$ cat config.mk
export PLATFORM = sky130hd
export DESIGN_NAME = bus_frame_deframer_flat
export DESIGN_NICKNAME = d
export VERILOG_FILES = /design/src/bfd_pkg.sv /design/src/bfd_in_if.sv /design/src/bfd_out_if.sv /design/src/bus_frame_deframer.sv /design/src/bfd_ctrl.sv /design/src/bfd_dpath.sv /design/src/flat_wrapper.sv
export SDC_FILE = /design/constraint.sdc
export NUM_CORES = 1
export LEC_CHECK = 0
export BUFFER_PORTS_ARGS = -buffer_cell sky130_fd_sc_hd__buf_2
export CORE_MARGIN = 2
export CORE_UTILIZATION = 47
export DETAILED_ROUTE_END_ITERATION = 6
export SLEW_MARGIN = 20
export SYNTH_ARGS = -nofsm -noshare
export SYNTH_HDL_FRONTEND = slang
export SYNTH_SLANG_ARGS = --single-unit
$ cat constraint.sdc
create_clock -name clk -period 5.8 [get_ports clk]
set_input_delay 0.29 -clock clk [delete_from_list [all_inputs] [get_ports clk]]
set_output_delay 0.29 -clock clk [all_outputs]
set_load 0.005 [all_outputs]
$ cat src/bfd_pkg.sv
// Shared types and constants of the bus frame deframer.
// Holds reset values, register indexes, header positions and the
// controller/datapath command and status bundles. No dependencies.
package bfd_pkg;

  localparam int MAX_DATA_DEF = 32;

  localparam logic [7:0] PREAMBLE_RST  = 8'hFE;
  localparam logic [7:0] POSTAMBLE_RST = 8'hFD;
  localparam logic [7:0] FLUSH_RST     = 8'd10;

  localparam int CFG_IDX_W = 2;
  localparam logic [CFG_IDX_W-1:0] REG_PREAMBLE  = 2'd0;
  localparam logic [CFG_IDX_W-1:0] REG_POSTAMBLE = 2'd1;
  localparam logic [CFG_IDX_W-1:0] REG_FLUSH     = 2'd2;

  localparam logic [2:0] HDR_SRC = 3'd0;
  localparam logic [2:0] HDR_DST = 3'd1;
  localparam logic [2:0] HDR_CHK = 3'd2;
  localparam logic [2:0] HDR_FLG = 3'd3;
  localparam logic [2:0] HDR_CMD = 3'd4;
  localparam logic [2:0] HDR_LEN = 3'd5;
  localparam int HDR_BYTES = 6;

  // controller -> datapath
  typedef struct packed {
    logic tick;        // update the tick counter
    logic clear_frame; // zero byte count and running sum
    logic hdr_wr;      // store a header byte
    logic cnt_clr;     // header done: restart byte count for data
    logic data_wr;     // store a data byte
    logic latch_ok;    // capture checksum compare
    logic emit_start;  // reset the emit index
    logic rd;          // issue a data memory read
    logic load_out;    // load the output register, advance emit index
  } cmd_t;

  // datapath -> controller
  typedef struct packed {
    logic is_tick;
    logic pre_match;
    logic post_match;
    logic hdr_last;
    logic hdr_overrun;
    logic len_over;
    logic len_zero;
    logic data_guard;
    logic data_done;
    logic flush_due;
    logic out_free;
    logic emit_last;
  } status_t;

endpackage

$ cat src/bfd_in_if.sv
// Input channel of the bus frame deframer: a request type and a byte.
// Valid/ready handshake; no dependencies.
interface bfd_in_if;
  logic       valid;
  logic       ready;
  logic       req_type;
  logic [7:0] rx_byte;

  modport source (output valid, output req_type, output rx_byte, input ready);
  modport sink (input valid, input req_type, input rx_byte, output ready);
endinterface

$ cat src/bfd_out_if.sv
// Result channel of the bus frame deframer: header fields plus one data byte.
// Valid/ready handshake; no dependencies.
interface bfd_out_if;
  logic       valid;
  logic       ready;
  logic [7:0] source_addr;
  logic [7:0] dest_addr;
  logic [7:0] frame_checksum;
  logic [7:0] frame_flags;
  logic [7:0] command;
  logic [6:0] data_length;
  logic [7:0] data_byte;
  logic [5:0] byte_index;
  logic       has_data;
  logic       checksum_ok;
  logic       last;

  modport source (
    output valid, output source_addr, output dest_addr, output frame_checksum,
    output frame_flags, output command, output data_length, output data_byte,
    output byte_index, output has_data, output checksum_ok, output last,
    input ready
  );
  modport sink (
    input valid, input source_addr, input dest_addr, input frame_checksum,
    input frame_flags, input command, input data_length, input data_byte,
    input byte_index, input has_data, input checksum_ok, input last,
    output ready
  );
endinterface

$ cat src/bus_frame_deframer.sv
// Top level of the bus frame deframer: controller plus datapath.
// Depends on bfd_pkg, bfd_in_if, bfd_out_if, bfd_ctrl and bfd_dpath.
//
//  port      dir   kind            carries
//  rx        in    bfd_in_if       req_type (byte or tick), rx_byte
//  frame     out   bfd_out_if      header fields, data_byte, index, flags, last
//  cfg_*     in    write port      preamble, postamble, flush tick count
//
// On a good postamble the block emits len results (one if len is zero);
// each is a data memory read followed by a load of the output register,
// and rx.ready stays low until the last result is loaded. A full output
// register that is not taken stretches emission.
// Reset is synchronous: it returns the parser to hunting and clears the
// counters and the output valid; the stores need no clearing pass.
module bus_frame_deframer
  import bfd_pkg::*;
#(
  parameter int MAX_DATA = MAX_DATA_DEF
) (
  input  logic                 clk,
  input  logic                 rst,
  input  logic                 cfg_we,
  input  logic [CFG_IDX_W-1:0] cfg_idx,
  input  logic [7:0]           cfg_data,
  bfd_in_if.sink               rx,
  bfd_out_if.source            frame
);

  cmd_t    cmd;
  status_t st;

  // sequencing of hunt, header, data, postamble and emission
  bfd_ctrl u_ctrl (
    .clk      (clk),
    .rst      (rst),
    .in_valid (rx.valid),
    .in_ready (rx.ready),
    .st       (st),
    .cmd      (cmd)
  );

  // stores, counters and the output register
  bfd_dpath #(
    .MAX_DATA (MAX_DATA)
  ) u_dpath (
    .clk            (clk),
    .rst            (rst),
    .cfg_we         (cfg_we),
    .cfg_idx        (cfg_idx),
    .cfg_data       (cfg_data),
    .req_type       (rx.req_type),
    .rx_byte        (rx.rx_byte),
    .out_ready      (frame.ready),
    .out_valid      (frame.valid),
    .source_addr    (frame.source_addr),
    .dest_addr      (frame.dest_addr),
    .frame_checksum (frame.frame_checksum),
    .frame_flags    (frame.frame_flags),
    .command        (frame.command),
    .data_length    (frame.data_length),
    .data_byte      (frame.data_byte),
    .byte_index     (frame.byte_index),
    .has_data       (frame.has_data),
    .checksum_ok    (frame.checksum_ok),
    .last           (frame.last),
    .cmd            (cmd),
    .st             (st)
  );

endmodule

$ cat src/bfd_ctrl.sv
// Parse and emit controller of the bus frame deframer.
// Depends on bfd_pkg for the command and status bundles.
module bfd_ctrl
  import bfd_pkg::*;
(
  input  logic    clk,
  input  logic    rst,
  input  logic    in_valid,
  output logic    in_ready,
  input  status_t st,
  output cmd_t    cmd
);

  localparam logic [2:0] ST_HUNT1   = 3'd0;
  localparam logic [2:0] ST_HUNT2   = 3'd1;
  localparam logic [2:0] ST_HEADER  = 3'd2;
  localparam logic [2:0] ST_DATA    = 3'd3;
  localparam logic [2:0] ST_POST    = 3'd4;
  localparam logic [2:0] ST_EMIT_RD = 3'd5;
  localparam logic [2:0] ST_EMIT_LD = 3'd6;

  logic [2:0] state, state_next;
  logic       fire;

  // inputs wait while a frame is being emitted
  assign in_ready = (state != ST_EMIT_RD) && (state != ST_EMIT_LD);
  assign fire     = in_valid && in_ready;

  always_comb begin
    cmd        = '0;
    state_next = state;
    if (fire && st.is_tick) begin
      cmd.tick = 1'b1;
      if (st.flush_due) begin
        cmd.clear_frame = 1'b1;
        state_next      = ST_HUNT1;
      end
    end else begin
      unique case (state)
        ST_HUNT1: begin
          if (fire && st.pre_match) state_next = ST_HUNT2;
        end
        ST_HUNT2: begin
          if (fire) begin
            cmd.clear_frame = 1'b1;
            state_next      = st.pre_match ? ST_HEADER : ST_HUNT1;
          end
        end
        ST_HEADER: begin
          if (fire) begin
            if (st.hdr_overrun) begin
              cmd.clear_frame = 1'b1;
              state_next      = ST_HUNT1;
            end else begin
              cmd.hdr_wr = 1'b1;
              if (st.hdr_last) begin
                if (st.len_over) begin
                  cmd.clear_frame = 1'b1;
                  state_next      = ST_HUNT1;
                end else begin
                  cmd.cnt_clr = 1'b1;
                  state_next  = st.len_zero ? ST_POST : ST_DATA;
                end
              end
            end
          end
        end
        ST_DATA: begin
          if (fire) begin
            if (st.data_guard) begin
              cmd.clear_frame = 1'b1;
              state_next      = ST_HUNT1;
            end else begin
              cmd.data_wr = 1'b1;
              if (st.data_done) state_next = ST_POST;
            end
          end
        end
        ST_POST: begin
          if (fire) begin
            cmd.clear_frame = 1'b1;
            if (st.post_match) begin
              cmd.latch_ok   = 1'b1;
              cmd.emit_start = 1'b1;
              state_next     = ST_EMIT_RD;
            end else begin
              state_next = ST_HUNT1;
            end
          end
        end
        ST_EMIT_RD: begin
          cmd.rd     = 1'b1;
          state_next = ST_EMIT_LD;
        end
        ST_EMIT_LD: begin
          if (st.out_free) begin
            cmd.load_out = 1'b1;
            state_next   = st.emit_last ? ST_HUNT1 : ST_EMIT_RD;
          end
        end
        default: state_next = ST_HUNT1;
      endcase
    end
  end

  always_ff @(posedge clk) begin
    if (rst) begin
      state <= ST_HUNT1;
    end else begin
      state <= state_next;
    end
  end

endmodule

$ cat src/bfd_dpath.sv
// Datapath of the bus frame deframer: config registers, header and data
// stores, counters and the output register. Depends on bfd_pkg.
module bfd_dpath
  import bfd_pkg::*;
#(
  parameter int MAX_DATA = MAX_DATA_DEF
) (
  input  logic                 clk,
  input  logic                 rst,
  input  logic                 cfg_we,
  input  logic [CFG_IDX_W-1:0] cfg_idx,
  input  logic [7:0]           cfg_data,
  input  logic                 req_type,
  input  logic [7:0]           rx_byte,
  input  logic                 out_ready,
  output logic                 out_valid,
  output logic [7:0]           source_addr,
  output logic [7:0]           dest_addr,
  output logic [7:0]           frame_checksum,
  output logic [7:0]           frame_flags,
  output logic [7:0]           command,
  output logic [6:0]           data_length,
  output logic [7:0]           data_byte,
  output logic [5:0]           byte_index,
  output logic                 has_data,
  output logic                 checksum_ok,
  output logic                 last,
  input  cmd_t                 cmd,
  output status_t              st
);

  localparam int CNT_RAW = $clog2(MAX_DATA + 1);
  localparam int CNT_W   = (CNT_RAW < 3) ? 3 : CNT_RAW;
  localparam int AW      = (MAX_DATA > 1) ? $clog2(MAX_DATA) : 1;

  logic [7:0]       preamble_byte, postamble_byte, flush_ticks;
  logic [7:0]       tick_count;
  logic [CNT_W-1:0] byte_count;
  logic [7:0]       running_sum;
  logic [7:0]       hdr_src, hdr_dst, hdr_chk, hdr_flg, hdr_cmd, hdr_len;
  logic [7:0]       mem [MAX_DATA];
  logic [7:0]       rd_data;
  logic [AW-1:0]    emit_idx;
  logic             ok_flag;

  // config registers
  always_ff @(posedge clk) begin
    if (rst) begin
      preamble_byte  <= PREAMBLE_RST;
      postamble_byte <= POSTAMBLE_RST;
      flush_ticks    <= FLUSH_RST;
    end else if (cfg_we) begin
      unique case (cfg_idx)
        REG_PREAMBLE:  preamble_byte  <= cfg_data;
        REG_POSTAMBLE: postamble_byte <= cfg_data;
        REG_FLUSH:     flush_ticks    <= cfg_data;
        default: ;
      endcase
    end
  end

  // status toward the controller
  always_comb begin
    st.is_tick     = req_type;
    st.pre_match   = (rx_byte == preamble_byte);
    st.post_match  = (rx_byte == postamble_byte);
    st.hdr_last    = (byte_count == CNT_W'(HDR_LEN));
    st.hdr_overrun = (byte_count >= CNT_W'(HDR_BYTES));
    st.len_over    = (rx_byte > 8'(MAX_DATA));
    st.len_zero    = (rx_byte == 8'd0);
    st.data_guard  = (byte_count >= CNT_W'(MAX_DATA)) || (8'(byte_count) >= hdr_len);
    st.data_done   = ((8'(byte_count) + 8'd1) >= hdr_len);
    st.flush_due   = (tick_count >= flush_ticks);
    st.out_free    = !out_valid || out_ready;
    st.emit_last   = (hdr_len == 8'd0) || ((8'(emit_idx) + 8'd1) == hdr_len);
  end

  // tick counter, byte count and running sum
  always_ff @(posedge clk) begin
    if (rst) begin
      tick_count  <= '0;
      byte_count  <= '0;
      running_sum <= '0;
    end else begin
      if (cmd.tick) begin
        tick_count <= st.flush_due ? 8'd0 : tick_count + 8'd1;
      end
      if (cmd.clear_frame) begin
        byte_count  <= '0;
        running_sum <= '0;
      end else if (cmd.hdr_wr) begin
        byte_count <= cmd.cnt_clr ? '0 : byte_count + CNT_W'(1);
        if (byte_count >= CNT_W'(HDR_FLG)) running_sum <= running_sum + rx_byte;
      end else if (cmd.data_wr) begin
        byte_count  <= byte_count + CNT_W'(1);
        running_sum <= running_sum + rx_byte;
      end
    end
  end

  // header store
  always_ff @(posedge clk) begin
    if (cmd.hdr_wr) begin
      unique case (byte_count[2:0])
        HDR_SRC: hdr_src <= rx_byte;
        HDR_DST: hdr_dst <= rx_byte;
        HDR_CHK: hdr_chk <= rx_byte;
        HDR_FLG: hdr_flg <= rx_byte;
        HDR_CMD: hdr_cmd <= rx_byte;
        HDR_LEN: hdr_len <= rx_byte;
        default: ;
      endcase
    end
    if (cmd.latch_ok) ok_flag <= (running_sum == hdr_chk);
  end

  // data store, one write port and one registered read port
  always_ff @(posedge clk) begin
    if (cmd.data_wr) mem[byte_count[AW-1:0]] <= rx_byte;
    if (cmd.rd) rd_data <= mem[emit_idx];
  end

  always_ff @(posedge clk) begin
    if (cmd.emit_start) begin
      emit_idx <= '0;
    end else if (cmd.load_out) begin
      emit_idx <= emit_idx + AW'(1);
    end
  end

  // output register
  always_ff @(posedge clk) begin
    if (rst) begin
      out_valid <= 1'b0;
    end else if (cmd.load_out) begin
      out_valid <= 1'b1;
    end else if (out_ready) begin
      out_valid <= 1'b0;
    end
  end

  always_ff @(posedge clk) begin
    if (cmd.load_out) begin
      source_addr    <= hdr_src;
      dest_addr      <= hdr_dst;
      frame_checksum <= hdr_chk;
      frame_flags    <= hdr_flg;
      command        <= hdr_cmd;
      data_length    <= hdr_len[6:0];
      has_data       <= (hdr_len != 8'd0);
      data_byte      <= (hdr_len != 8'd0) ? rd_data : 8'd0;
      byte_index     <= (hdr_len != 8'd0) ? 6'(emit_idx) : 6'd0;
      checksum_ok    <= ok_flag;
      last           <= st.emit_last;
    end
  end

  a_load_free: assert property (@(posedge clk) disable iff (rst)
    cmd.load_out |-> st.out_free)
    else $error("output register overwritten while full");

  a_data_in_range: assert property (@(posedge clk) disable iff (rst)
    cmd.data_wr |-> (byte_count < CNT_W'(MAX_DATA)))
    else $error("data write beyond store");

  a_emit_len: assert property (@(posedge clk) disable iff (rst)
    cmd.emit_start |-> (hdr_len <= 8'(MAX_DATA)))
    else $error("emit started with oversize length");

  a_flush_clears: assert property (@(posedge clk) disable iff (rst)
    (cmd.tick && st.flush_due) |=> (tick_count == 8'd0) && (byte_count == '0))
    else $error("flush did not clear counters");

endmodule
$ cat src/flat_wrapper.sv
// flat-port wrapper written by rule: the top's interface ports become plain ports
module bus_frame_deframer_flat import bfd_pkg::*;
#(
  parameter int MAX_DATA = MAX_DATA_DEF
)
  (clk, rst, cfg_we, cfg_idx, cfg_data, rx_valid, rx_req_type, rx_rx_byte, rx_ready, frame_valid, frame_source_addr, frame_dest_addr, frame_frame_checksum, frame_frame_flags, frame_command, frame_data_length, frame_data_byte, frame_byte_index, frame_has_data, frame_checksum_ok, frame_last, frame_ready);
  bfd_in_if rx_i ();
  bfd_out_if frame_i ();
  input  logic clk;
  input  logic rst;
  input  logic cfg_we;
  input  logic [CFG_IDX_W-1:0] cfg_idx;
  input  logic [7:0] cfg_data;
  input wire logic [$bits(rx_i.valid)-1:0] rx_valid;
  input wire logic [$bits(rx_i.req_type)-1:0] rx_req_type;
  input wire logic [$bits(rx_i.rx_byte)-1:0] rx_rx_byte;
  output wire logic [$bits(rx_i.ready)-1:0] rx_ready;
  output wire logic [$bits(frame_i.valid)-1:0] frame_valid;
  output wire logic [$bits(frame_i.source_addr)-1:0] frame_source_addr;
  output wire logic [$bits(frame_i.dest_addr)-1:0] frame_dest_addr;
  output wire logic [$bits(frame_i.frame_checksum)-1:0] frame_frame_checksum;
  output wire logic [$bits(frame_i.frame_flags)-1:0] frame_frame_flags;
  output wire logic [$bits(frame_i.command)-1:0] frame_command;
  output wire logic [$bits(frame_i.data_length)-1:0] frame_data_length;
  output wire logic [$bits(frame_i.data_byte)-1:0] frame_data_byte;
  output wire logic [$bits(frame_i.byte_index)-1:0] frame_byte_index;
  output wire logic [$bits(frame_i.has_data)-1:0] frame_has_data;
  output wire logic [$bits(frame_i.checksum_ok)-1:0] frame_checksum_ok;
  output wire logic [$bits(frame_i.last)-1:0] frame_last;
  input wire logic [$bits(frame_i.ready)-1:0] frame_ready;
  assign rx_i.valid = rx_valid;
  assign rx_i.req_type = rx_req_type;
  assign rx_i.rx_byte = rx_rx_byte;
  assign rx_ready = rx_i.ready;
  assign frame_valid = frame_i.valid;
  assign frame_source_addr = frame_i.source_addr;
  assign frame_dest_addr = frame_i.dest_addr;
  assign frame_frame_checksum = frame_i.frame_checksum;
  assign frame_frame_flags = frame_i.frame_flags;
  assign frame_command = frame_i.command;
  assign frame_data_length = frame_i.data_length;
  assign frame_data_byte = frame_i.data_byte;
  assign frame_byte_index = frame_i.byte_index;
  assign frame_has_data = frame_i.has_data;
  assign frame_checksum_ok = frame_i.checksum_ok;
  assign frame_last = frame_i.last;
  assign frame_i.ready = frame_ready;
  bus_frame_deframer #(.MAX_DATA(MAX_DATA)) u_core (.clk(clk), .rst(rst), .cfg_we(cfg_we), .cfg_idx(cfg_idx), .cfg_data(cfg_data), .rx(rx_i), .frame(frame_i));
endmodule
# After elaboration in Yosys (flattened, before gate mapping)
# Memories as Yosys holds them, arrays and structs flattened. A register that Yosys moved wholly into a read port is not among the register bits.
# Index checks and enable logic that the tools add are counted.
[op_classes] div=0 n_mux=54 multipliers=0 reduce_logical=29 shifts=0 n_bitwise=0 order_cmp=7 n_eq_ne=30 n_addsub=6
[ops] cell="2-to-1 mux 3 bit" n=17
[ops] cell="2-to-1 mux 8 bit" n=4
[ops] cell="== test 8 bit" n=3
[ops] cell="2-to-1 mux 1 bit" n=21
[ops] cell="inequality test 3 bit (second input constant)" n=7
[ops] cell="one-hot mux 3 bit (7 select lines)" n=1
[ops] cell="AND reduction 2 bit" n=10
[ops] cell="2-to-1 mux 6 bit" n=3
[ops] cell="logical NOT 8 bit" n=2
[ops] cell="== test 3 bit (second input constant)" n=5
[ops] cell="== test 3 x 2 -> 1 bit (second input constant)" n=4
[ops] cell="2-to-1 mux 2 bit" n=6
[ops] cell="AND reduction 9 bit" n=1
[ops] cell="adder 8 x 1 -> 8 bit (second input constant)" n=1
[ops] cell="adder 8 bit" n=1
[ops] cell="== test 6 x 8 -> 1 bit" n=1
[ops] cell="greater-or-equal comparator 6 x 8 -> 1 bit" n=1
[ops] cell="greater-or-equal comparator 7 x 8 -> 1 bit" n=1
[ops] cell="greater-or-equal comparator 8 bit" n=1
[ops] cell="> comparator 8 x 6 -> 1 bit (second input constant)" n=1
[ops] cell="inequality test 4 x 2 -> 1 bit (second input constant)" n=2
[ops] cell="nonzero test 8 bit" n=1
[ops] cell="adder 6 x 1 -> 7 bit (second input constant)" n=1
[ops] cell="2-to-1 mux 7 bit" n=1
[ops] cell="other kinds (20)" n=30
[totals] latchBits=0 ram_bits=256 n_memories=1 out_inout_bits=66 romBits=0 regBits=168
[memory_table] memory="u_core.u_dpath.mem" words=32 width=8 read_ports=1 rd_clocked_by_memory_dff=1 write_ports=1 line_no="bfd_dpath.sv:41" source="logic [7:0] mem [MAX_DATA];"

# Longest topological paths before layout
# Gate-level depths: netlist of run 1.
[logic_depth] ltp_word=9 depth_mapped=11 mapped_depth_nobuf=10

# Hierarchy
# From an unflattened synthesis of run 1, not the netlist that was laid out.
[hier_totals] cells_unflattened=1025 hier_area_um2=17480.5
[modules_own_cells] mod="bfd_dpath" area_per_inst_um2=17020.1 n_inst=1 cells_each=957
[modules_own_cells] mod="bfd_ctrl" area_per_inst_um2=460.4 n_inst=1 cells_each=68

# Worst setup path before layout of run 1
# Ideal clock, no wire load.
[synth_timing] path_kind="reg2reg" from="register u_core.u_ctrl.state[2]" to="register u_core.u_dpath.emit_idx[4]" period_less_slack_ps=4444 setup_time_ps=128 t_required_ps=5672 path_buffers=1 arrival_time_ps=4317 stages_incl_launch_ff=8 setup_slack_ps=1356 cell_sequence="dfxtp_1 -> clkbuf_1 -> nand3b_1 -> nor2_1 -> nand2_1 -> nor2_1 -> xnor2_1 -> nor2_1"
[synth_rtl] item="from (decl)" line_no="bfd_ctrl.sv:22" source="logic [2:0] state, state_next;"
[synth_rtl] item="from (signal assigned)" line_no="bfd_ctrl.sv:110" source="state <= state_next;"
[synth_rtl] item="to (signal assigned)" line_no="bfd_dpath.sv:127" source="emit_idx <= emit_idx + AW'(1);"
[synth_rtl] item="to (decl)" line_no="bfd_dpath.sv:43" source="logic [AW-1:0] emit_idx;"

# Worst setup path in the final report of run 1
[layout_timing] from="register u_core.u_dpath.byte_count[3]" to="memory u_core.u_dpath.mem[2][7], enable pin"
[layout_between] elab_chain_cells=8
[layout_lines] item="from (decl)" line_no="bfd_dpath.sv:38" source="logic [CNT_W-1:0] byte_count;"
[layout_lines] item="from (signal assigned)" line_no="bfd_dpath.sv:92" source="byte_count <= cmd.cnt_clr ? '0 : byte_count + CNT_W'(1);"
[layout_lines] item="from (signal assigned)" line_no="bfd_dpath.sv:95" source="byte_count <= byte_count + CNT_W'(1);"
[layout_lines] item="greater-or-equal comparator 6 x 8 -> 1 bit or greater-or-equal comparator 6 bit (tied branches)" line_no="bfd_dpath.sv:71" source="st.data_guard = (byte_count >= CNT_W'(MAX_DATA)) || (8'(byte_count) >= hdr_len);"
[layout_lines] item="logical OR 1 bit" line_no="bfd_dpath.sv:71"
[layout_lines] item="2-to-1 mux 1 bit" line_no="bfd_ctrl.sv:70" source="if (st.data_guard) begin"
[layout_lines] item="2-to-1 mux 1 bit" line_no="bfd_ctrl.sv:69" source="if (fire) begin"
[layout_lines] item="2-to-1 mux 1 bit" line_no="bfd_ctrl.sv:39" source="unique case (state)"
[layout_lines] item="2-to-1 mux 7 bit" line_no="bfd_ctrl.sv:32" source="if (fire && st.is_tick) begin"
[layout_lines] item="2-to-1 mux 1 bit" line_no="bfd_dpath.sv:119" source="if (cmd.data_wr) mem[byte_count[AW-1:0]] <= rx_byte;"
[layout_lines] item="2-to-1 mux 1 bit (implied by the code)" line_no="bfd_dpath.sv:119"
[layout_lines] item="to (decl)" line_no="bfd_dpath.sv:41"
# Parallel ways exist; a longest one is shown, timed or not.

==> implementation parameters, run 1 <==
Parameter                              Value

Status
  Result of the run ... finished, final reports clean

Finish
  Number of flip-flops in the largest register ... 256
  P&R area growth vs syn ... 15.0%
  NumNets Final ... 1215
  Fraction of layout instances using a drive strength above 1 ... 0.243
  Number of filler instances in the final layout ... 2900
  Number of diodes ... 0
  Commonest non-fill, non-tap cell in the layout ... sky130_fd_sc_hd__edfxtp_1
  Most frequent cells in the layout ... sky130_fd_sc_hd__edfxtp_1 (376), sky130_fd_sc_hd__buf_2 (88), sky130_fd_sc_hd__mux4_2 (80)

Global routing
  Total routing resource utilization after global routing ... 0.200
  Number of global-route vias before repair ... 9197
  Largest net degree at the start of global routing ... 53
  Global-route wire length before repair ... 57.3 mm
  Antenna violations before repair ... 0
  Overall overflow remaining after global route ... 0

Die
  Core Area ... 0.0366 mm2
  Die width ... 197 um
  I/O pin count ... 90
  Initial cell density of the core ... 0.478
  Chip height ... 197 um
  Num rows ... 70
  Die footprint ... 0.0388 mm2

Clock network
  Number of resized instances in the post-cts repair step ... 0
  Bufs on Longest Clock Path ... 3
  Insertion delay of the later-clocked pin in the worst-skew pair ... 0.56 ns
  Clk sinks ... 431
  TritonCTS Buffers ... 44
  Clock tree from TritonCTS ... built
  Clock-pin slew reported for the worst setup and hold paths after clock tree synthesis ... 0.06 ns
  H-tree levels ... 2
  Hold Buf Count CTS ... 10
  Post-CTS setup buffer count ... 0
  Master cell of the clock root buffer ... sky130_fd_sc_hd__clkbuf_16

Routing
  Routed wire length ... 37.7 mm
  Total number of vias ... 9378
  Antenna Violating Nets Remaining ... 0
  Wire per inst ... 22.8 um
  Iter 0 DRT Violations ... 735
  DRC violation count after routing ... 0
  First-pass iteration count of the detailed router ... 5
  Number of vias per cell after detailed routing ... 5.66

Timing
  Minimum setup slack in the final design ... 2.36 ns
  Number of setup violations in the final report ... 0
  Worst Tran Pin Value ... 1.07 ns
  Worst hold slack after final layout ... 0.0574 ns
  Number of pins exceeding their max-slew limit in the final report ... 0
  Setup repair after global routing missed its margin ... false
  Final Hold Violating Endpoints ... 0
  Fin Setup TNS ... 0 ns
  Final worst path period share ... 0.594
  Fin Clk Skew ... 0.0113 ns
  Slew margin rel. ... 0.284
  Crit path time final ... 3.44 ns
  Timing-limited maximum frequency ... 290 MHz

Power
  Tot Pwr ... 6.35 mW
  Internal ... 5.09 mW
  Pwr Density ... 316 mW/mm2
  Comb power frac ... 0.022
  Psw ... 1.27 mW
  Cell leakage power ... 6.77 nW
  Clock Power Share ... 0.447
  Worst ir drop on vdd ... 186 uV
  Switching part of the total power ... 0.200
  Flop pwr share ... 0.531

Yosys
  Post-synth net total ... 1091
  Top post-synthesis cells by area ... sky130_fd_sc_hd__edfxtp_1 (64%), sky130_fd_sc_hd__mux4_2 (10%), sky130_fd_sc_hd__dfxtp_1 (6.3%)
  Post-synthesis sequential area ratio ... 0.708
  Async set-reset flop share out of synthesis ... 0
  Synthesis-stage register bit count ... 431
  Cell type with the largest total area after synthesis ... sky130_fd_sc_hd__edfxtp_1
  Mapped Area ... 0.0175 mm2
  Average cell area after synthesis ... 17.0 um2
  Synth top area share ... 0.645
  Prevailing post-synth register cell ... sky130_fd_sc_hd__edfxtp_1
  Number of distinct library cell variants in the gate-level netlist after synthesis ... 66
  Yosys warns ... 0
  Syn Inst Count ... 1031
  Number of enable-type register cells in the synthesized netlist ... 376

Worst setup path
  Worst setup path category ... register to register
  Biggest fanout along the worst timing path ... 14
  Cells traversed along the worst timing path ... ha_1, a2111oi_0, a2111o_1, o211ai_1, buf_4, nor2_1, nand2_1, nor3_1
  Crit path capture type ... register
  Critical path buffer and inverter count ... 1
  Critical path launch point type ... register
  Data required, critical path ... 5.98 ns
  Largest delay share family, worst path ... simple AND/OR/NAND/NOR gates
  Longest individual stage delay on the worst path ... 0.78 ns
  CP Data Arrival Time ... 3.62 ns
  Crit path max-delay cell type ... sky130_fd_sc_hd__nor3_1

Placed design
  Post-detail-place hpwl ... 24.1 mm
  Number of buffers added on ports ... 88
  Minimum setup slack after placement ... 2.34 ns
  GP Congestion ... 0.844

Min path
  Min-delay worst type ... input port to register

Job
  Max-Cap Viols ... 0
[synth_stat cells (all sizes together), types with 3 or more instances]
library cell,n
a211o,7
a211oi,4
a21o,8
a21oi,20
a22oi,7
a31oi,4
and2,18
buf,20
clkbuf,25
dfxtp,55
edfxtp,376
ha,35
inv,26
mux2,11
mux2i,16
mux4,80
nand2,52
nand2b,9
nand3,11
nand3b,9
nand4,7
nor2,68
nor2b,14
nor3,33
nor4,7
o211ai,3
o21a,7
o21ai,15
or2,3
or3,7
or4,3
xnor2,33
xor2,8
[logic make-up after synthesis]
kind of cell | Yosys count | synth area share
flip-flops | 431 | 0.708
AND/OR/NAND/NOR | 250 | 0.0710
multiplexers | 107 | 0.119
AO/OA/AOI/OAI | 94 | 0.0384
buffers and inverters | 71 | 0.0167
XOR/XNOR | 41 | 0.0205
adder cells (fa/ha/maj) | 36 | 0.0262
other | 1 | 0.000214
[worst paths after layout]
check	cells after the start	slack, ns	from	endpoint
min reg2reg	0	0.42	u_core.u_dpath.hdr_cmd[1]$_DFFE_PP_	u_core.u_dpath.command[1]$_DFFE_PP_
max	8	2.36	u_core.u_dpath.byte_count[3]$_SDFFE_PP0P_	u_core.u_dpath.mem[2][7]$_DFFE_PP_
max reg2reg	8	2.36	u_core.u_dpath.byte_count[3]$_SDFFE_PP0P_	u_core.u_dpath.mem[2][7]$_DFFE_PP_
min	3	0.06	frame_ready	u_core.u_dpath.out_valid$_SDFFE_PP0P_
[tightest hold or removal path, stage by stage]
cell	delay (ns)
sky130_fd_sc_hd__buf_2	0.11
sky130_fd_sc_hd__nand2b_1	0.10
sky130_fd_sc_hd__a21oi_1	0.06
[power groups by stage]
stage               clock, mW  sequential (mW)  combinational (mW)
global placement            0             3.44               0.131
detailed placement          0             3.44               0.133
CTS                      2.90             3.37               0.138
global route             3.02             3.37               0.152
finish                   2.84             3.37               0.137
floorplan                   0             3.44              0.0621
[per-layer routing]
layer / wire, um / track usage / share of wire
met5: 0 / 0 / 0
met2: 17600 / 0.314 / 0.47
met3: 2080 / 0.0332 / 0.055
met1: 17300 / 0.294 / 0.46
met4: 716 / 0.0529 / 0.019
[cell type report]
cell class                 instances  area, um2  area share
clock buffer                      52       1130      0.0562
multi-input combinational        529       4860       0.241
clock inverter                    29        334      0.0166
inverter                          26       97.6     0.00485
tap                              468        586      0.0291
timing repair buffer             123        728      0.0362
sequential                       431      12400       0.616
[stage by stage]
step / std cells / area, um2 / util
4_1_cts: 1658 / 20100 / 0.550
3_5_place_dp: 1567 / 18600 / 0.507
2_1_floorplan: 1031 / 17500 / -
5_1_grt: 1658 / 20100 / 0.550
3_3_place_gp: 1567 / 18600 / 0.507
6_report: 1658 / 20100 / 0.550
Note: power is estimated with default switching activity, not from simulation.
==> run 2: changes to the inputs <==
--- a/config.mk
+++ b/config.mk
@@ -5,6 +5,7 @@
 export SDC_FILE = /design/constraint.sdc
 export NUM_CORES = 1
 export LEC_CHECK = 0
+export ABC_AREA = 1
 export BUFFER_PORTS_ARGS = -buffer_cell sky130_fd_sc_hd__buf_2
 export CORE_MARGIN = 2
 export CORE_UTILIZATION = 47
==> constraint.sdc (replaced) <==
create_clock -name clk -period 3.3 [get_ports clk]
set_input_delay 0.165 -clock clk [delete_from_list [all_inputs] [get_ports clk]]
set_output_delay 0.165 -clock clk [all_outputs]
set_load 0.005 [all_outputs]
==> run 2 against run 1 <==
Sequential power increased by 80%. Via count increased by 29%. Maximum frequency increased by 19%. Largest cell class unchanged. Largest power group unchanged.
==> implementation parameters, run 2 <==
Parameter                              Value

Status
  Result of the run ... finished, final reports clean

Yosys
  Combinational family with the most area after synthesis ... simple AND/OR/NAND/NOR gates
  Multiplexer area fraction after synthesis ... 0 (-0.119)
  Most numerous cell types in the synthesized netlist ... sky130_fd_sc_hd__edfxtp_1 (376), sky130_fd_sc_hd__nor2_1 (270), sky130_fd_sc_hd__nand2_1 (180)
  XOR/XNOR share of the synthesized area ... 0.0131 (-0.00738)
  Cell type with the largest total area after synthesis ... sky130_fd_sc_hd__edfxtp_1
  Most frequent cell after synthesis ... sky130_fd_sc_hd__edfxtp_1
  Synthesis-stage register bit count ... 431 (unchanged)
  Mapped Area ... 0.0180 mm2 (+2.8%)
  Syn Inst Count ... 1569 (+52%)
  Area fraction in and, or, nand and nor cells after synthesis ... 0.132 (+0.0612)
  Number of distinct library cell variants in the gate-level netlist after synthesis ... 45 (-32%)
  Synth top area share ... 0.627 (-0.0177)
  Average cell area after synthesis ... 11.5 um2 (-32%)
  Prevailing post-synth register cell ... sky130_fd_sc_hd__edfxtp_1
  Compound-gate portion of the synthesized area ... 0.0977 (+0.0593)
  Post-synthesis sequential area ratio ... 0.688 (-0.0195)
  Top post-synthesis cells by area ... sky130_fd_sc_hd__edfxtp_1 (63%), sky130_fd_sc_hd__dfxtp_1 (6.1%), sky130_fd_sc_hd__nor2_1 (5.6%)
  Number of enable-type register cells in the synthesized netlist ... 376 (unchanged)
  Async set-reset flop share out of synthesis ... 0 (unchanged)
  Yosys warns ... 0 (unchanged)
  Post-synth net total ... 1629 (+49%)
  Adder-Cell Fraction of Synth Area ... 0.0254 (-0.000720)

Timing
  Final worst path period share ... 0.879 (+0.285)
  Final Hold Violating Endpoints ... 0 (unchanged)
  Timing-limited maximum frequency ... 345 MHz (+19%)
  Slew margin rel. ... 0.461 (+0.177)
  Fin Setup TNS ... 0 ns (unchanged)
  Worst Tran Pin Value ... 0.807 ns (-0.268 ns)
  Minimum setup slack in the final design ... 0.400 ns (-1.96 ns)
  Crit path time final ... 2.90 ns (-0.543 ns)
  Setup repair after global routing missed its margin ... false
  Number of setup violations in the final report ... 0 (unchanged)
  Fin Clk Skew ... 0.0202 ns (+0.00883 ns)
  Number of pins exceeding their max-slew limit in the final report ... 0 (unchanged)

Power
  Pwr Density ... 605 mW/mm2 (+92%)
  Switching part of the total power ... 0.263 (+0.0634)
  Worst ir drop on vdd ... 363 uV (+96%)
  Internal ... 9.31 mW (+83%)
  Cell leakage power ... 7.68 nW (+13%)
  Flop pwr share ... 0.481 (-0.050)
  Psw ... 3.32 mW (+160%)
  Clock Power Share ... 0.396 (-0.051)
  Comb power frac ... 0.123 (+0.101)

Die
  Core Area ... 0.0377 mm2 (+2.9%)
  Die footprint ... 0.0399 mm2 (+2.8%)
  I/O pin count ... 90 (unchanged)
  Num rows ... 71 (+1.4%)
  Initial cell density of the core ... 0.478 (about the same)
  Chip height ... 200 um (+1.4%)
  Die width ... 200 um (+1.4%)

Finish
  Number of flip-flops in the largest register ... 256 (unchanged)
  Commonest non-fill, non-tap cell in the layout ... sky130_fd_sc_hd__edfxtp_1
  Finished Cell Area ... 0.0209 mm2 (+3.6%)
  Most frequent cells in the layout ... sky130_fd_sc_hd__edfxtp_1 (376), sky130_fd_sc_hd__nor2_1 (269), sky130_fd_sc_hd__nand2_1 (180)
  NumNets Final ... 1766 (+45%)
  Number of diodes ... 0 (unchanged)
  P&R area growth vs syn ... 15.9%
  Fraction of layout instances using a drive strength above 1 ... 0.146 (-0.0965)

Min path
  Startpoint of the worst hold path ... cfg_idx[1]
  Min-delay worst type ... input port to register

Placed design
  Placed Area ... 0.0193 mm2 (+3.9%)
  Minimum setup slack after placement ... 0.441 ns (-1.90 ns)
  Number of buffers added on ports ... 88 (unchanged)
  Post-detail-place hpwl ... 28.5 mm (+18%)
  GP Congestion ... 0.854 (+1.2%)

Routing
  Total number of vias ... 12.1k (+29%)
  Number of vias per cell after detailed routing ... 5.39 (-4.7%)
  First-pass iteration count of the detailed router ... 7 (+2)
  Routed wire length ... 44.2 mm (+17%)
  Wire per inst ... 19.6 um (-14%)
  Iter 0 DRT Violations ... 1159 (+58%)
  DRC violation count after routing ... 0 (unchanged)
  Antenna Violating Nets Remaining ... 0 (unchanged)

Clock network
  Clk sinks ... 431 (unchanged)
  Bufs on Longest Clock Path ... 3 (unchanged)
  Clock-pin slew reported for the worst setup and hold paths after clock tree synthesis ... 0.06 ns (about the same)
  H-tree levels ... 2 (unchanged)
  Number of resized instances in the post-cts repair step ... 0 (unchanged)
  Insertion delay of the later-clocked pin in the worst-skew pair ... 0.59 ns (+0.03 ns)
  Master cell of the clock root buffer ... sky130_fd_sc_hd__clkbuf_16
  TritonCTS Buffers ... 45 (+2.3%)
  Clock tree from TritonCTS ... built

Global routing
  Largest net degree at the start of global routing ... 92 (+74%)
  Overall overflow remaining after global route ... 0 (unchanged)
  Global-route wire length before repair ... 67.9 mm (+18%)
  Total routing resource utilization after global routing ... 0.227 (+0.0271)
  Number of global-route vias before repair ... 11.8k (+28%)
  Antenna violations before repair ... 2 (+2)

Worst setup path
  Crit path capture type ... register
  Data required, critical path ... 3.58 ns (-2.40 ns)
  CP Data Arrival Time ... 3.18 ns (-0.44 ns)
  Reg-to-reg startpoint ... u_core.u_dpath.hdr_len[3]$_DFFE_PP_
  Worst setup path category ... register to register
  Critical path launch point type ... register
  Worst setup path startpoint ... u_core.u_dpath.hdr_len[3]$_DFFE_PP_
  Biggest fanout along the worst timing path ... 12 (-2)

Job
  Max-Cap Viols ... 0 (unchanged)
run 2: cell count changes after synthesis, sizes merged, moves of 46 or more:
cell	change
nand3	+46
inv	+100
nand2	+136
nor2	+215
mux4	-80
o22ai	+76
o21ai	+165
run 2: through the flow:
step / cells / hold WS (ns) / util / power [mW]
finish: 2253 / 0.0391 / 0.554 / 12.6
global placement: 2157 / 0.400 / 0.512 / 7.71
global route: 2253 / 0.0795 / 0.554 / 13.1
floorplan: 1569 / 0.243 / - / 7.16
detailed placement: 2157 / 0.405 / 0.512 / 7.72
CTS: 2253 / 0.00870 / 0.554 / 12.7
run 2: final cells by class:
cell class / instances / area (um2)
clock inverters: 27 / 290
well taps: 511 / 639
multi-input cells: 941 / 4850
flip-flops and latches: 431 / 12400
inverters: 130 / 489
repair buffers: 157 / 1040
clock buffers: 56 / 1170
fillers: 3226 / 16800
run 2: cells by family (layout without fill, tap and decap cells):
group                    after synthesis  after routing
AO/OA/AOI/OAI                        317            317
XOR/XNOR                              27             27
adder cells (fa/ha/maj)               36             36
buffers and inverters                197            370
flip-flops                           431            431
other                                  1              1
AND/OR/NAND/NOR                      560            560
run 2: what timing repair did:
item,4_1_cts,5_1_grt
endpoints found under the hold margin,39,0
buffers inserted,0,0
hold buffers,13,0
endpoints found under the setup margin,0,0
run 2: critical path: stages (launching register included):
cell,delay [ns]
sky130_fd_sc_hd__edfxtp_1,0.47
sky130_fd_sc_hd__inv_1,0.12
sky130_fd_sc_hd__ha_1,0.24
sky130_fd_sc_hd__nand2_1,0.09
sky130_fd_sc_hd__inv_1,0.04
sky130_fd_sc_hd__nand2_1,0.05
sky130_fd_sc_hd__nand2_1,0.05
sky130_fd_sc_hd__nand2_1,0.08
sky130_fd_sc_hd__nand4_1,0.10
sky130_fd_sc_hd__nor2_1,0.16
sky130_fd_sc_hd__nand2_2,0.22
sky130_fd_sc_hd__inv_2,0.18
sky130_fd_sc_hd__nand3_1,0.38
sky130_fd_sc_hd__nor2_1,0.21
sky130_fd_sc_hd__buf_4,0.20
run 2: power by group through the flow:
stage | sequential (mW) | combinational, mW | clock (mW)
2_1_floorplan | 6.12 | 1.04 | 0
3_3_place_gp | 6.19 | 1.53 | 0
3_5_place_dp | 6.19 | 1.53 | 0
4_1_cts | 6.07 | 1.55 | 5.08
5_1_grt | 6.08 | 1.72 | 5.28
6_report | 6.07 | 1.55 | 5.00
run 2: final timing paths:
path / depth (start not counted) / to / slack [ns]
min: 5 / u_core.u_dpath.postamble_byte[7]$_SDFFE_PP1P_ / 0.04
max: 14 / u_core.u_dpath.mem[16][5]$_DFFE_PP_ / 0.40
max reg2reg: 14 / u_core.u_dpath.mem[16][5]$_DFFE_PP_ / 0.40
min reg2reg: 0 / u_core.u_dpath.dest_addr[3]$_DFFE_PP_ / 0.42
run 2: routing by layer:
layer | GRT usage | share of wire
met5 | 0 | 0.00025
met4 | 0.0809 | 0.030
met3 | 0.0370 | 0.056
met2 | 0.371 | 0.48
met1 | 0.310 | 0.43
